--- src/sv/pptbs_pkg.sv ---
// Shared types and constants for the ping-pong tail block sequencer.
// Used by the front, queue, back and top-level modules; no dependencies.
`default_nettype none

package pptbs_pkg;

    // widths of block numbers and generations inside the block
    localparam int BLOCK_BITS = 64;
    localparam int GEN_BITS   = 32;

    // stream payload widths
    localparam int S_DATA_BITS = 328;
    localparam int M_DATA_BITS = 232;

    typedef logic [BLOCK_BITS-1:0] blk_t;
    typedef logic [GEN_BITS-1:0]   gen_t;

    // incoming command codes
    typedef enum logic [1:0] {
        CMD_WRITE = 2'd0,
        CMD_READ  = 2'd1,
        CMD_SET   = 2'd2,
        CMD_SYNC  = 2'd3
    } cmd_t;

    // device command / reply codes
    typedef enum logic [2:0] {
        OP_WRITE_IN   = 3'd0,
        OP_READ_HOLD  = 3'd1,
        OP_WRITE_HELD = 3'd2,
        OP_SYNC       = 3'd3,
        OP_SET_TAIL   = 3'd4,
        OP_READ_REPLY = 3'd5,
        OP_NEVER      = 3'd6,
        OP_FAILED     = 3'd7
    } op_t;

    // what the back end has to issue for one request
    typedef enum logic [3:0] {
        K_REWRITE   = 4'd0,
        K_NEW_PLAIN = 4'd1,
        K_NEW_SYNC  = 4'd2,
        K_NEW_ODD   = 4'd3,
        K_READ_OK   = 4'd4,
        K_READ_BAD  = 4'd5,
        K_SET_BAD   = 4'd6,
        K_SET_EVEN  = 4'd7,
        K_SET_ODD   = 4'd8,
        K_SYNC      = 4'd9
    } kind_t;

    // classified request handed from front to back
    typedef struct packed {
        kind_t       kind;
        blk_t        n;
        blk_t        tb;
        gen_t        g;
        logic [63:0] seq;
        logic        copy;
        op_t         bad_op;
    } job_t;

    // one device command
    typedef struct packed {
        op_t         op;
        blk_t        addr;
        blk_t        mblk;
        gen_t        mgen;
        logic [63:0] seq;
        logic        copy;
        logic        last;
    } res_t;

endpackage

`default_nettype wire

--- src/sv/pptbs_front.sv ---
// Front end: accepts requests, keeps the tail state and classifies each
// request into a job. Depends on pptbs_pkg.
`default_nettype none

module pptbs_front (
    input  wire logic                   clk,
    input  wire logic                   rst_n,
    input  wire logic                   in_valid,
    input  wire logic                   q_full,
    input  wire logic [1:0]             cmd_in,
    input  wire logic [63:0]            block_number,
    input  wire logic [63:0]            seq_number,
    input  wire logic                   copy0_ok,
    input  wire logic [63:0]            copy0_tag,
    input  wire logic [31:0]            copy0_gen,
    input  wire logic                   copy1_ok,
    input  wire logic [63:0]            copy1_tag,
    input  wire logic [31:0]            copy1_gen,
    output logic                        in_ready,
    output logic                        push,
    output pptbs_pkg::job_t             job
);
    import pptbs_pkg::*;

    blk_t        tail_blk_reg, tail_blk_next;
    gen_t        tail_gen_reg, tail_gen_next;
    logic [63:0] tail_seq_reg, tail_seq_next;

    blk_t n;
    gen_t g0, g1, ng_tail;
    logic hit0, hit1, ch_ok, ch_copy;
    op_t  ch_bad;
    gen_t ch_gen, ng_ch;

    assign in_ready = !q_full;
    assign push     = in_valid && !q_full;

    assign n       = block_number[BLOCK_BITS-1:0];
    assign g0      = copy0_gen[GEN_BITS-1:0];
    assign g1      = copy1_gen[GEN_BITS-1:0];
    assign hit0    = copy0_tag[BLOCK_BITS-1:0] == n;
    assign hit1    = copy1_tag[BLOCK_BITS-1:0] == n;
    assign ng_tail = tail_gen_reg + GEN_BITS'(1);
    assign ng_ch   = ch_gen + GEN_BITS'(1);

    // copy choice between the two presented stores
    always_comb
    begin
        ch_ok   = 1'b0;
        ch_copy = 1'b0;
        ch_gen  = g0;
        ch_bad  = OP_FAILED;
        if (copy0_ok)
        begin
            if (!hit0)
            begin
                ch_bad = OP_NEVER;
            end
            else if (copy1_ok && hit1 && (g0 <= g1))
            begin
                ch_ok   = 1'b1;
                ch_copy = 1'b1;
                ch_gen  = g1;
            end
            else
            begin
                ch_ok = 1'b1;
            end
        end
        else if (copy1_ok && hit1)
        begin
            ch_ok   = 1'b1;
            ch_copy = 1'b1;
            ch_gen  = g1;
        end
    end

    // classification and next tail state
    always_comb
    begin
        tail_blk_next = tail_blk_reg;
        tail_gen_next = tail_gen_reg;
        tail_seq_next = tail_seq_reg;
        job.kind   = K_SYNC;
        job.n      = n;
        job.tb     = tail_blk_reg;
        job.g      = tail_gen_reg;
        job.seq    = seq_number;
        job.copy   = ch_copy;
        job.bad_op = ch_bad;
        case (cmd_t'(cmd_in))
            CMD_WRITE:
            begin
                job.seq = tail_seq_reg;
                if (n == tail_blk_reg)
                begin
                    job.kind      = K_REWRITE;
                    job.g         = ng_tail;
                    tail_gen_next = ng_tail;
                end
                else
                begin
                    if (tail_gen_reg[0])
                        job.kind = K_NEW_ODD;
                    else if (tail_gen_reg != '0)
                        job.kind = K_NEW_SYNC;
                    else
                        job.kind = K_NEW_PLAIN;
                    tail_blk_next = n;
                    tail_gen_next = '0;
                end
            end
            CMD_READ:
            begin
                job.kind = ch_ok ? K_READ_OK : K_READ_BAD;
                job.g    = ch_gen;
            end
            CMD_SET:
            begin
                tail_seq_next = seq_number;
                if (!ch_ok)
                begin
                    job.kind      = K_SET_BAD;
                    tail_blk_next = '1;
                    tail_gen_next = '0;
                end
                else if (!ch_gen[0])
                begin
                    job.kind      = K_SET_EVEN;
                    tail_blk_next = n;
                    tail_gen_next = ch_gen;
                end
                else
                begin
                    job.kind      = K_SET_ODD;
                    job.g         = ng_ch;
                    tail_blk_next = n;
                    tail_gen_next = ng_ch;
                end
            end
            default:
            begin
                job.kind      = K_SYNC;
                tail_seq_next = seq_number;
            end
        endcase
    end

    // tail state registers
    always_ff @(posedge clk or negedge rst_n)
    begin
        if (!rst_n)
        begin
            tail_blk_reg <= '1;
            tail_gen_reg <= '0;
            tail_seq_reg <= '0;
        end
        else if (push)
        begin
            tail_blk_reg <= tail_blk_next;
            tail_gen_reg <= tail_gen_next;
            tail_seq_reg <= tail_seq_next;
        end
    end

endmodule

`default_nettype wire

--- src/sv/pptbs_queue.sv ---
// Two-entry job queue between front and back ends.
// Depends on pptbs_pkg for the job type.
`default_nettype none

module pptbs_queue (
    input  wire logic            clk,
    input  wire logic            rst_n,
    input  wire logic            push,
    input  wire pptbs_pkg::job_t push_job,
    input  wire logic            pop,
    output logic                 full,
    output logic                 empty,
    output pptbs_pkg::job_t      head
);
    import pptbs_pkg::*;

    job_t       mem_reg [2];
    logic       wr_ptr_reg, rd_ptr_reg;
    logic [1:0] count_reg;

    assign full  = count_reg == 2'd2;
    assign empty = count_reg == 2'd0;
    assign head  = mem_reg[rd_ptr_reg];

    // entry storage
    always_ff @(posedge clk)
    begin
        if (push)
            mem_reg[wr_ptr_reg] <= push_job;
    end

    // pointers and fill count
    always_ff @(posedge clk or negedge rst_n)
    begin
        if (!rst_n)
        begin
            wr_ptr_reg <= 1'b0;
            rd_ptr_reg <= 1'b0;
            count_reg  <= 2'd0;
        end
        else
        begin
            if (push)
                wr_ptr_reg <= !wr_ptr_reg;
            if (pop)
                rd_ptr_reg <= !rd_ptr_reg;
            if (push && !pop)
                count_reg <= count_reg + 2'd1;
            else if (pop && !push)
                count_reg <= count_reg - 2'd1;
        end
    end

endmodule

`default_nettype wire

--- src/sv/pptbs_back.sv ---
// Back end: expands each queued job into its device commands, one per cycle
// while the output is not stalled, into an output register. Depends on pptbs_pkg.
`default_nettype none

module pptbs_back (
    input  wire logic            clk,
    input  wire logic            rst_n,
    input  wire logic            q_empty,
    input  wire pptbs_pkg::job_t job,
    output logic                 pop,
    output logic                 out_valid,
    input  wire logic            out_ready,
    output pptbs_pkg::res_t      out_res
);
    import pptbs_pkg::*;

    logic [2:0] step_reg, step_next;
    logic       valid_reg;
    res_t       res_reg;
    res_t       r;
    logic       emit;

    assign out_valid = valid_reg;
    assign out_res   = res_reg;
    assign emit      = !q_empty && (!valid_reg || out_ready);
    assign pop       = emit && r.last;
    assign step_next = r.last ? 3'd0 : step_reg + 3'd1;

    // device command for the current job and step
    always_comb
    begin
        r = '0;
        case (job.kind)
            K_REWRITE:
            begin
                r.op   = OP_WRITE_IN;
                r.addr = job.n + BLOCK_BITS'(job.g[0]);
                r.mblk = job.n;
                r.mgen = job.g;
                r.last = 1'b1;
            end
            K_NEW_PLAIN:
            begin
                r.op   = OP_WRITE_IN;
                r.addr = job.n;
                r.mblk = job.n;
                r.last = 1'b1;
            end
            K_NEW_SYNC:
            begin
                if (step_reg == 3'd0)
                begin
                    r.op  = OP_SYNC;
                    r.seq = job.seq;
                end
                else
                begin
                    r.op   = OP_WRITE_IN;
                    r.addr = job.n;
                    r.mblk = job.n;
                    r.last = 1'b1;
                end
            end
            K_NEW_ODD:
            begin
                case (step_reg)
                    3'd0:
                    begin
                        r.op   = OP_READ_HOLD;
                        r.addr = job.tb + BLOCK_BITS'(1);
                        r.mblk = job.tb;
                        r.mgen = job.g;
                        r.copy = 1'b1;
                    end
                    3'd1, 3'd3:
                    begin
                        r.op  = OP_SYNC;
                        r.seq = job.seq;
                    end
                    3'd2:
                    begin
                        r.op   = OP_WRITE_HELD;
                        r.addr = job.tb;
                        r.mblk = job.tb;
                        r.mgen = job.g + GEN_BITS'(1);
                        r.copy = 1'b1;
                    end
                    default:
                    begin
                        r.op   = OP_WRITE_IN;
                        r.addr = job.n;
                        r.mblk = job.n;
                        r.last = 1'b1;
                    end
                endcase
            end
            K_READ_OK:
            begin
                r.op   = OP_READ_REPLY;
                r.addr = job.n + BLOCK_BITS'(job.copy);
                r.mblk = job.n;
                r.mgen = job.g;
                r.copy = job.copy;
                r.last = 1'b1;
            end
            K_READ_BAD:
            begin
                r.op   = job.bad_op;
                r.addr = job.n;
                r.last = 1'b1;
            end
            K_SET_BAD:
            begin
                if (step_reg == 3'd0)
                begin
                    r.op   = job.bad_op;
                    r.addr = job.n;
                end
                else
                begin
                    r.op   = OP_SET_TAIL;
                    r.addr = job.n;
                    r.seq  = job.seq;
                    r.last = 1'b1;
                end
            end
            K_SET_EVEN:
            begin
                r.op   = OP_SET_TAIL;
                r.addr = job.n;
                r.seq  = job.seq;
                r.last = 1'b1;
            end
            K_SET_ODD:
            begin
                case (step_reg)
                    3'd0:
                    begin
                        r.op   = OP_WRITE_HELD;
                        r.addr = job.n;
                        r.mblk = job.n;
                        r.mgen = job.g;
                        r.copy = job.copy;
                    end
                    3'd1:
                    begin
                        r.op  = OP_SYNC;
                        r.seq = job.seq;
                    end
                    default:
                    begin
                        r.op   = OP_SET_TAIL;
                        r.addr = job.n;
                        r.seq  = job.seq;
                        r.last = 1'b1;
                    end
                endcase
            end
            K_SYNC:
            begin
                r.op   = OP_SYNC;
                r.seq  = job.seq;
                r.last = 1'b1;
            end
            default:
            begin
                r.last = 1'b1;
            end
        endcase
    end

    // output payload register
    always_ff @(posedge clk)
    begin
        if (emit)
            res_reg <= r;
    end

    // step counter and output valid
    always_ff @(posedge clk or negedge rst_n)
    begin
        if (!rst_n)
        begin
            step_reg  <= 3'd0;
            valid_reg <= 1'b0;
        end
        else
        begin
            if (emit)
                step_reg <= step_next;
            if (emit)
                valid_reg <= 1'b1;
            else if (out_ready)
                valid_reg <= 1'b0;
        end
    end

endmodule

`default_nettype wire

--- src/sv/ping_pong_tail_block_sequencer.sv ---
// Ping-pong log tail sequencer: turns write, read, set-tail and sync requests
// into device commands. Depends on pptbs_pkg, pptbs_front, pptbs_queue, pptbs_back.
`default_nettype none

// Each request on the s_ side yields one to five device commands on the m_
// side, in order, the final one marked by m_tlast. The back end issues one
// command per cycle unless the output is stalled by m_tready, and works on
// one request until all its commands are out (1 command for a rewrite, read
// or sync; up to 5 for a write that moves an odd-generation tail home). The
// front end accepts one request per cycle while its two-entry job queue has
// room, updating the tail block, generation and sequence number at acceptance.
// There is no startup sweep: a request can be taken as soon as reset is released.
module ping_pong_tail_block_sequencer (
    input  wire logic        clk,
    input  wire logic        rst_n,
    input  wire logic        s_tvalid,
    output logic             s_tready,
    // block_number, seq_number, copy0_ok, copy0_tag, copy0_gen,
    // copy1_ok, copy1_tag, copy1_gen, zero pad
    input  wire logic [pptbs_pkg::S_DATA_BITS-1:0] s_tdata,
    // cmd
    input  wire logic [1:0]  s_tuser,
    output logic             m_tvalid,
    input  wire logic        m_tready,
    // store_address, meta_block, meta_gen, sync_seq, chosen_copy, zero pad
    output logic [pptbs_pkg::M_DATA_BITS-1:0] m_tdata,
    // op
    output logic [2:0]       m_tuser,
    output logic             m_tlast
);
    import pptbs_pkg::*;

    logic q_full, q_empty, push, pop;
    job_t push_job, head_job;
    res_t res;

    pptbs_front u_front (
        .clk          (clk),
        .rst_n        (rst_n),
        .in_valid     (s_tvalid),
        .q_full       (q_full),
        .cmd_in       (s_tuser),
        .block_number (s_tdata[63:0]),
        .seq_number   (s_tdata[127:64]),
        .copy0_ok     (s_tdata[128]),
        .copy0_tag    (s_tdata[192:129]),
        .copy0_gen    (s_tdata[224:193]),
        .copy1_ok     (s_tdata[225]),
        .copy1_tag    (s_tdata[289:226]),
        .copy1_gen    (s_tdata[321:290]),
        .in_ready     (s_tready),
        .push         (push),
        .job          (push_job)
    );

    pptbs_queue u_queue (
        .clk      (clk),
        .rst_n    (rst_n),
        .push     (push),
        .push_job (push_job),
        .pop      (pop),
        .full     (q_full),
        .empty    (q_empty),
        .head     (head_job)
    );

    pptbs_back u_back (
        .clk       (clk),
        .rst_n     (rst_n),
        .q_empty   (q_empty),
        .job       (head_job),
        .pop       (pop),
        .out_valid (m_tvalid),
        .out_ready (m_tready),
        .out_res   (res)
    );

    // result packing
    assign m_tuser          = res.op;
    assign m_tlast          = res.last;
    assign m_tdata[63:0]    = 64'(res.addr);
    assign m_tdata[127:64]  = 64'(res.mblk);
    assign m_tdata[159:128] = 32'(res.mgen);
    assign m_tdata[223:160] = res.seq;
    assign m_tdata[224]     = res.copy;
    assign m_tdata[231:225] = 7'd0;

endmodule

`default_nettype wire

--- src/bench/tb.sv ---
// Self-checking bench for ping_pong_tail_block_sequencer: directed and random requests,
// predicted device commands checked in order. Depends on pptbs_pkg and the sequencer RTL.
`default_nettype none

module tb;

    import pptbs_pkg::*;

    // one request as the bench sees it
    typedef struct {
        cmd_t        cmd;
        blk_t        blk;
        logic [63:0] seq;
        logic        ok0;
        blk_t        tag0;
        gen_t        gen0;
        logic        ok1;
        blk_t        tag1;
        gen_t        gen1;
    } request_t;

    // tail state tracker and in-order command checker
    class tail_scoreboard;
        blk_t        tail_blk;
        gen_t        tail_gen;
        logic [63:0] tail_seq;
        res_t        cmds_due[$];
        int          errors;

        function new();
            tail_blk = '1;
            tail_gen = '0;
            tail_seq = '0;
            errors   = 0;
        endfunction

        function int pending();
            return cmds_due.size();
        endfunction

        function void push(op_t op, blk_t addr, blk_t mblk, gen_t mgen,
                           logic [63:0] seq, logic copy);
            res_t r;
            r.op   = op;
            r.addr = addr;
            r.mblk = mblk;
            r.mgen = mgen;
            r.seq  = seq;
            r.copy = copy;
            r.last = 1'b0;
            cmds_due.push_back(r);
        endfunction

        // pick between the two presented copies; reply, never written or failed
        function op_t pick_copy(request_t r, output logic copy, output gen_t gen);
            logic hit0;
            logic hit1;
            hit0 = (r.tag0 == r.blk);
            hit1 = (r.tag1 == r.blk);
            copy = 1'b0;
            gen  = '0;
            if (r.ok0)
            begin
                if (!hit0)
                    return OP_NEVER;
                if (r.ok1 && hit1 && !(r.gen0 > r.gen1))
                begin
                    copy = 1'b1;
                    gen  = r.gen1;
                end
                else
                    gen = r.gen0;
                return OP_READ_REPLY;
            end
            if (r.ok1 && hit1)
            begin
                copy = 1'b1;
                gen  = r.gen1;
                return OP_READ_REPLY;
            end
            return OP_FAILED;
        endfunction

        // work out the device commands of one accepted request
        function void note_request(request_t r);
            gen_t ng;
            gen_t gen;
            logic copy;
            op_t  outcome;
            case (r.cmd)
                CMD_WRITE:
                begin
                    if (r.blk == tail_blk)
                    begin
                        // rewrite alternates between n and n+1 by parity
                        ng = tail_gen + 1'b1;
                        push(OP_WRITE_IN, r.blk + ng[0], r.blk, ng, '0, 1'b0);
                        tail_gen = ng;
                    end
                    else
                    begin
                        // secure the old tail first
                        if (!tail_gen[0])
                        begin
                            if (tail_gen != '0)
                                push(OP_SYNC, '0, '0, '0, tail_seq, 1'b0);
                        end
                        else
                        begin
                            push(OP_READ_HOLD, tail_blk + 1'b1, tail_blk, tail_gen,
                                 '0, 1'b1);
                            push(OP_SYNC, '0, '0, '0, tail_seq, 1'b0);
                            push(OP_WRITE_HELD, tail_blk, tail_blk, tail_gen + 1'b1,
                                 '0, 1'b1);
                            push(OP_SYNC, '0, '0, '0, tail_seq, 1'b0);
                        end
                        push(OP_WRITE_IN, r.blk, r.blk, '0, '0, 1'b0);
                        tail_blk = r.blk;
                        tail_gen = '0;
                    end
                end
                CMD_READ:
                begin
                    outcome = pick_copy(r, copy, gen);
                    if (outcome == OP_READ_REPLY)
                        push(OP_READ_REPLY, r.blk + copy, r.blk, gen, '0, copy);
                    else
                        push(outcome, r.blk, '0, '0, '0, 1'b0);
                end
                CMD_SET:
                begin
                    outcome = pick_copy(r, copy, gen);
                    if (outcome != OP_READ_REPLY)
                    begin
                        push(outcome, r.blk, '0, '0, '0, 1'b0);
                        tail_blk = '1;
                        tail_gen = '0;
                    end
                    else if (!gen[0])
                    begin
                        tail_blk = r.blk;
                        tail_gen = gen;
                    end
                    else
                    begin
                        // odd copy gets moved home before the tail is set
                        ng = gen + 1'b1;
                        push(OP_WRITE_HELD, r.blk, r.blk, ng, '0, copy);
                        push(OP_SYNC, '0, '0, '0, r.seq, 1'b0);
                        tail_blk = r.blk;
                        tail_gen = ng;
                    end
                    push(OP_SET_TAIL, r.blk, '0, '0, r.seq, 1'b0);
                    tail_seq = r.seq;
                end
                default:
                begin
                    push(OP_SYNC, '0, '0, '0, r.seq, 1'b0);
                    tail_seq = r.seq;
                end
            endcase
            cmds_due[cmds_due.size() - 1].last = 1'b1;
        endfunction

        function void compare_field(string name, logic [63:0] want, logic [63:0] got);
            if (want !== got)
            begin
                $display("%0t: %s mismatch, expected %h, actual %h", $time, name, want, got);
                errors++;
            end
        endfunction

        // compare one device command against the oldest one due
        function void check_command(res_t got);
            res_t want;
            if (cmds_due.size() == 0)
            begin
                $display("%0t: unexpected command, expected none, actual op %0d addr %h",
                         $time, got.op, got.addr);
                errors++;
                return;
            end
            want = cmds_due.pop_front();
            compare_field("op", want.op, got.op);
            compare_field("store_address", want.addr, got.addr);
            compare_field("meta_block", want.mblk, got.mblk);
            compare_field("meta_gen", want.mgen, got.mgen);
            compare_field("sync_seq", want.seq, got.seq);
            compare_field("chosen_copy", want.copy, got.copy);
            compare_field("last", want.last, got.last);
        endfunction
    endclass

    logic         clk;
    logic         rst_n;
    logic         s_tvalid;
    logic         s_tready;
    // block_number, seq_number, copy0_ok, copy0_tag, copy0_gen,
    // copy1_ok, copy1_tag, copy1_gen, zero pad
    logic [327:0] s_tdata;
    // cmd
    logic [1:0]   s_tuser;
    logic         m_tvalid;
    logic         m_tready;
    // store_address, meta_block, meta_gen, sync_seq, chosen_copy, zero pad
    logic [231:0] m_tdata;
    // op
    logic [2:0]   m_tuser;
    logic         m_tlast;

    tail_scoreboard sb = new();
    int             send_idle;
    int             recv_idle;
    blk_t           hot_block;

    ping_pong_tail_block_sequencer dut (
        .clk      (clk),
        .rst_n    (rst_n),
        .s_tvalid (s_tvalid),
        .s_tready (s_tready),
        .s_tdata  (s_tdata),
        .s_tuser  (s_tuser),
        .m_tvalid (m_tvalid),
        .m_tready (m_tready),
        .m_tdata  (m_tdata),
        .m_tuser  (m_tuser),
        .m_tlast  (m_tlast)
    );

    // clock
    initial
    begin
        clk = 1'b0;
        forever #5 clk = ~clk;
    end

    // run limit
    initial
    begin
        #5_000_000;
        $display("DONE: errors detected");
        $finish;
    end

    // watch both handshakes and drive the receiver's ready
    initial
    begin
        request_t req;
        res_t     cmd;
        m_tready <= 1'b0;
        forever
        begin
            @(posedge clk);
            if (rst_n)
            begin
                if (s_tvalid && s_tready)
                begin
                    req.cmd  = cmd_t'(s_tuser);
                    req.blk  = s_tdata[63:0];
                    req.seq  = s_tdata[127:64];
                    req.ok0  = s_tdata[128];
                    req.tag0 = s_tdata[192:129];
                    req.gen0 = s_tdata[224:193];
                    req.ok1  = s_tdata[225];
                    req.tag1 = s_tdata[289:226];
                    req.gen1 = s_tdata[321:290];
                    sb.note_request(req);
                end
                if (m_tvalid && m_tready)
                begin
                    cmd.op   = op_t'(m_tuser);
                    cmd.addr = m_tdata[63:0];
                    cmd.mblk = m_tdata[127:64];
                    cmd.mgen = m_tdata[159:128];
                    cmd.seq  = m_tdata[223:160];
                    cmd.copy = m_tdata[224];
                    cmd.last = m_tlast;
                    sb.check_command(cmd);
                end
            end
            m_tready <= ($urandom_range(99) >= recv_idle);
        end
    end

    function automatic request_t make_req(cmd_t cmd, blk_t blk, logic [63:0] seq,
                                          logic ok0, blk_t tag0, gen_t gen0,
                                          logic ok1, blk_t tag1, gen_t gen1);
        request_t r;
        r.cmd  = cmd;
        r.blk  = blk;
        r.seq  = seq;
        r.ok0  = ok0;
        r.tag0 = tag0;
        r.gen0 = gen0;
        r.ok1  = ok1;
        r.tag1 = tag1;
        r.gen1 = gen1;
        return r;
    endfunction

    // generations cluster at small values and near the wrap
    function automatic gen_t rand_gen();
        case ($urandom_range(3))
            0, 1:    return gen_t'($urandom_range(5));
            2:       return gen_t'($urandom);
            default: return 32'hFFFF_FFFF - $urandom_range(3);
        endcase
    endfunction

    // mostly well-formed traffic around the current tail, some noise
    function automatic request_t make_random_request();
        request_t r;
        int       pick;
        blk_t     top;
        top  = '1;
        pick = $urandom_range(99);
        if (pick < 40)
            r.cmd = CMD_WRITE;
        else if (pick < 65)
            r.cmd = CMD_READ;
        else if (pick < 85)
            r.cmd = CMD_SET;
        else
            r.cmd = CMD_SYNC;
        case ($urandom_range(9))
            0, 1, 2, 3, 4: r.blk = hot_block;
            5, 6:          r.blk = blk_t'($urandom_range(7));
            7:             r.blk = top - $urandom_range(1);
            default:       r.blk = {$urandom, $urandom};
        endcase
        r.seq  = {$urandom, $urandom};
        r.ok0  = ($urandom_range(3) != 0);
        r.ok1  = ($urandom_range(3) != 0);
        r.tag0 = ($urandom_range(9) < 7) ? r.blk : blk_t'({$urandom, $urandom});
        r.tag1 = ($urandom_range(9) < 7) ? r.blk : blk_t'({$urandom, $urandom});
        r.gen0 = rand_gen();
        r.gen1 = rand_gen();
        if (r.cmd == CMD_WRITE || r.cmd == CMD_SET)
            hot_block = r.blk;
        return r;
    endfunction

    // present one request and hold it until taken
    task automatic send_request(request_t r);
        while ($urandom_range(99) < send_idle)
        begin
            s_tvalid <= 1'b0;
            @(posedge clk);
        end
        s_tvalid <= 1'b1;
        s_tuser  <= r.cmd;
        s_tdata  <= {6'b0, r.gen1, r.tag1, r.ok1, r.gen0, r.tag0, r.ok0, r.seq, r.blk};
        do
            @(posedge clk);
        while (!s_tready);
    endtask

    // stop sending until every due command has come back
    task automatic wait_drained();
        s_tvalid <= 1'b0;
        do
            @(negedge clk);
        while (sb.pending() != 0);
        @(posedge clk);
    endtask

    task automatic random_phase(int snd, int rcv, int count);
        send_idle = snd;
        recv_idle = rcv;
        repeat (count)
            send_request(make_random_request());
        wait_drained();
    endtask

    // stimulus
    initial
    begin
        blk_t        ones;
        logic [63:0] seq_max;
        ones      = '1;
        seq_max   = '1;
        hot_block = '0;
        send_idle = 11;
        recv_idle = 59;
        rst_n    <= 1'b0;
        s_tvalid <= 1'b0;
        s_tdata  <= '0;
        s_tuser  <= CMD_WRITE;
        repeat (4) @(posedge clk);
        rst_n <= 1'b1;
        @(posedge clk);

        // write sequences: new tail, rewrites, even and odd tail handover
        send_request(make_req(CMD_WRITE, 5, 0, 0, 0, 0, 0, 0, 0));
        send_request(make_req(CMD_WRITE, 5, 0, 1, 5, 9, 1, 5, 9));
        send_request(make_req(CMD_WRITE, 5, 0, 0, 0, 0, 0, 0, 0));
        send_request(make_req(CMD_WRITE, 9, 0, 0, 0, 0, 0, 0, 0));
        send_request(make_req(CMD_WRITE, 9, 0, 0, 0, 0, 0, 0, 0));
        send_request(make_req(CMD_WRITE, 20, 0, 0, 0, 0, 0, 0, 0));
        send_request(make_req(CMD_SYNC, 0, seq_max, 0, 0, 0, 0, 0, 0));
        // copy choice on reads
        send_request(make_req(CMD_READ, 20, 0, 1, 20, 3, 1, 20, 7));
        send_request(make_req(CMD_READ, 20, 0, 1, 20, 7, 1, 20, 3));
        send_request(make_req(CMD_READ, 20, 0, 1, 20, 4, 1, 20, 4));
        send_request(make_req(CMD_READ, 20, 0, 1, 21, 4, 1, 20, 4));
        send_request(make_req(CMD_READ, 20, 0, 0, 20, 2, 1, 20, 4));
        send_request(make_req(CMD_READ, 20, 0, 0, 20, 2, 0, 20, 4));
        send_request(make_req(CMD_READ, 20, 0, 0, 20, 2, 1, 22, 4));
        // set tail: odd copy, even copy, unreadable copy
        send_request(make_req(CMD_SET, 30, 123, 1, 30, 5, 0, 30, 9));
        send_request(make_req(CMD_SET, 30, 0, 1, 30, 8, 0, 0, 0));
        send_request(make_req(CMD_SET, 30, 77, 1, 31, 8, 1, 30, 8));
        // all-ones block counts as the tail when there is none; addresses wrap
        send_request(make_req(CMD_WRITE, ones, 0, 0, 0, 0, 0, 0, 0));
        send_request(make_req(CMD_WRITE, 0, 0, 0, 0, 0, 0, 0, 0));
        // generation wrap on set tail and on rewrites
        send_request(make_req(CMD_SET, ones, seq_max, 1, ones, 32'hFFFF_FFFF,
                              0, ones, 32'hFFFF_FFFF));
        send_request(make_req(CMD_SET, 40, 1, 1, 40, 32'hFFFF_FFFE, 0, 0, 0));
        send_request(make_req(CMD_WRITE, 40, 0, 0, 0, 0, 0, 0, 0));
        send_request(make_req(CMD_WRITE, 40, 0, 0, 0, 0, 0, 0, 0));
        send_request(make_req(CMD_SET, 40, 2, 0, 40, 2, 0, 40, 2));
        send_request(make_req(CMD_READ, ones, 0, 0, ones, 0, 1, ones, 32'hFFFF_FFFF));
        wait_drained();

        // random traffic under three idling patterns
        random_phase(11, 59, 120);
        random_phase(59, 11, 120);
        random_phase(0, 0, 120);

        repeat (20) @(posedge clk);
        if (sb.errors == 0 && sb.pending() == 0)
            $display("DONE: 0 errors");
        else
            $display("DONE: errors detected");
        $finish;
    end

endmodule

`default_nettype wire
--- config.mk ---
export PLATFORM = sky130hd
export DESIGN_NAME = ping_pong_tail_block_sequencer
export DESIGN_NICKNAME = d
export VERILOG_FILES = /design/src/sv/pptbs_pkg.sv /design/src/sv/pptbs_front.sv /design/src/sv/pptbs_queue.sv /design/src/sv/pptbs_back.sv /design/src/sv/ping_pong_tail_block_sequencer.sv /design/src/bench/tb.sv
export SDC_FILE = /design/constraint.sdc
export NUM_CORES = 2
export LEC_CHECK = 0
export ABC_AREA = 1
export BUFFER_PORTS_ARGS = -buffer_cell sky130_fd_sc_hd__buf_4
export CORE_MARGIN = 2
export CORE_UTILIZATION = 60
export CTS_BUF_LIST = sky130_fd_sc_hd__clkbuf_4 sky130_fd_sc_hd__clkbuf_8
export DETAILED_ROUTE_END_ITERATION = 16
export PLACE_DENSITY_LB_ADDON = 0.12
export SYNTH_ARGS = -nofsm -noshare
export SYNTH_HDL_FRONTEND = slang
export SYNTH_SLANG_ARGS = --single-unit
export TNS_END_PERCENT = 10
--- constraint.sdc ---
create_clock -name clk -period 16 [get_ports clk]
set_clock_uncertainty 0.15 [all_clocks]
set_input_delay 1.6 -clock clk [delete_from_list [all_inputs] [get_ports clk]]
set_output_delay 1.6 -clock clk [all_outputs]
set_load 0.02 [all_outputs]
==> out/metrics.csv <==
metric,value,unit
status,"finished, final reports clean",
CP Class,flip-flop to flip-flop,
Post-CTS Setup Bufs,0,
"Max stage delay cell, worst path",dfrtp_4,
synthesized-area fraction occupied by xor and xnor cells,2.904,%
Syn Inst Count,5272,
wire length of the first global-routing pass,219400,µm
setup TNS,0,ns
Final Hold Vio Count,0,
Clock Tree Buf Depth,3,
Die W,283.1,µm
Total GRT Usage,35.55,%
post-route clock period utilization,43.45,%
post-CTS sizing,0,
worst hold margin,0.3381,ns
mux cell area share after synthesis,1.071,%
Bufs and invs on worst path,5,
FMAX,143.8,MHz
VDD IR max,0.2015,mV
CP arrival,7.35,ns
Post-synth EDFFs,689,
WL final,146100,µm
Slew Limit Fails,0,
I/O pin count,572,
"Seq/Total Area, Yosys",53.43,%
Clock transition at path regs,0.06,ns
minimum clock period,6.953,ns
Crit path max-delay family,simple AND/OR/NAND/NOR gates,
root buf cell,clkbuf_8,
PortBufs,558,
final setup violation count,0,
most common cell in the netlist,nand2_1,
synthesized cell area,0.04674,mm²
Synth Area in Simple Gates,20.45,%
Worst R2R Setup Slack,9.05,ns
via count,40756,
largest family of logic cells by synthesized area,simple AND/OR/NAND/NOR gates,
hpwl dp,102600,µm
leakage power,22.55,nW
synth unique cells,68,
Die Area,0.08015,mm²
DRT iter0 DRCs,4755,
Die Y-Extent,283.1,µm
min-delay worst type,flip-flop to flip-flop,
WL/cell,21.01,µm
vias in the first global route,37984,
Residual DRC,0,
Final Wtd Congestion,1.004,
commonest cells in the netlist,"nand2_1, edfxtp_1, nor2_1",
Area growth syn-to-layout,17.09,%
worst reg2reg startpoint,u_queue.rd_ptr_reg,
largest net degree at the start of global routing,169,
CTS tree,done,
hold_buf cts,0,
Crit path depth,28,
Synth warnings,0,
crit end category,flip-flop,
CP Max Fanout,70,
RSZ-0062 raised after global routing,no,
share of post-route cells with drive strength above 1,19.90,%
#FFs+latches synth,857,
MaxCap Viol Count,0,
most frequent CP cell,nand2_1,
Tightest Pin Transition,1.152,ns
Max H-tree Level,4,
Core Box Area,0.07734,mm²
post-synthesis compound-gate area fraction,14.04,%
CP peak stage delay,1.05,ns
"area leader, netlist",edfxtp_1,
initial antenna violation count,10,
WP data required,16.40,ns
drt first pass iters,6,
Layout Utilization,70.77,%
row cnt,102,
Worst R2R Path Depth,28,
Initial Utilization,60.44,%
# clock sinks,857,
Clock Latency Late Sink,0.83,ns
Setup WS post-layout,9.047,ns
"top cells by area, synth","edfxtp_1, nand2_1, o21ai_0",
GRT overflow,0,
dpl ws,8.591,ns
Vias per Instance,5.859,
WHS Endpoint,u_front.tail_seq_reg[48],
area share of the largest cell type after synthesis,44.26,%
"Avg Cell Area, Syn",8.866,µm²
Startpoint Class,flip-flop,
TritonCTS Buffers,138,
Post-synth top flop,edfxtp_1,
Hold Path Cell Cnt,2,
Nets,6173,
"Async S/R FF share, synth",19.60,%
hold path start,u_front.tail_seq_reg[48],
Antenna Nets Post-Route,0,
PD cells,190.4,mW/mm²
RR Endpoint,u_back.out_res[224],
Synth Area in Adders,1.231,%
Slew HR,23.01,%
max FFs per register,460,
per-stage QoR:
step | cell area (µm²) | total power [mW] | std cells
global placement | 51640 | 8.205 | 6693
finish | 54730 | 10.42 | 6956
CTS | 54720 | 10.37 | 6949
global route | 54730 | 10.97 | 6956
detailed placement | 51640 | 8.308 | 6693
floorplan | 46760 | 6.839 | 5278
tightest hold or removal path: stages (launching register included):
cell and delay, ns:
dfrtp_1 0.34, nand2_1 0.05, o21ai_0 0.06
worst max path at each step:
| stage | from | end | slack (ns) |
|---|---|---|---|
| after floorplan | s_tvalid | u_queue.mem_reg[1][0] | 3.76 |
| after global placement | s_tdata[23] | u_queue.mem_reg[0][72] | 8.59 |
| after detailed placement | s_tdata[23] | u_queue.mem_reg[1][72] | 8.59 |
| after CTS | u_queue.rd_ptr_reg | u_back.out_res[224] | 9.18 |
| after global routing | u_queue.rd_ptr_reg | u_back.out_res[224] | 8.53 |
| final | u_queue.rd_ptr_reg | u_back.out_res[224] | 9.05 |
cell type report:
type / instances / area, µm²
flip-flops and latches: 857 / 24980
clock inverters: 46 / 524.3
multi-input cells: 3618 / 18650
repair buffers: 600 / 4533
fillers: 6081 / 22610
diodes: 7 / 17.52
inverters: 578 / 2181
clock buffers: 210 / 2546
well taps: 1040 / 1301
metal layers:
metal / routed length, µm / vias up / track usage, %
met5: 39 / - / 0
met4: 7287 / 6 / 17.50
met3: 14920 / 364 / 8.398
met2: 67440 / 2155 / 55.91
met1: 56430 / 19139 / 46.54
li1: - / 19092 / -
report_power, final:
part	leakage (nW)	switching [mW]	total [mW]	internal (mW)
sequential	8.55	0.393	3.94	3.55
combinational	12.4	3.08	4.43	1.34
clock	1.62	0.924	2.05	1.13
total	22.6	4.40	10.4	6.02
cell usage in the layout, fill, tap and decap left out, types with 12 or more instances in the layout:
cell,count
nand2_1,1049
edfxtp_1,689
buf_4,597
nor2_1,554
o21ai_0,541
inv_1,529
a21oi_1,242
nand3_1,182
clkbuf_8,155
or2_2,130
dfrtp_1,103
xor2_1,88
nor3_1,78
nand4_1,78
a31oi_1,69
xnor2_1,67
dfstp_2,64
o21ai_1,60
clkbuf_4,55
mux2i_1,50
o211ai_1,48
ha_1,46
o221ai_1,42
inv_2,39
nand2_2,32
nor4_1,31
a22oi_1,31
nor2_2,28
o22ai_1,27
clkinv_1,24
a211oi_1,13
nor2_4,12
kinds of logic after synthesis:
group | count (synthesis)
AO/OA/AOI/OAI | 1153
adder cells (fa/ha/maj) | 46
other | 1
buffers and inverters | 803
multiplexers | 50
AND/OR/NAND/NOR | 2207
XOR/XNOR | 155
flip-flops | 857
Power figures use the tool's default switching activity.
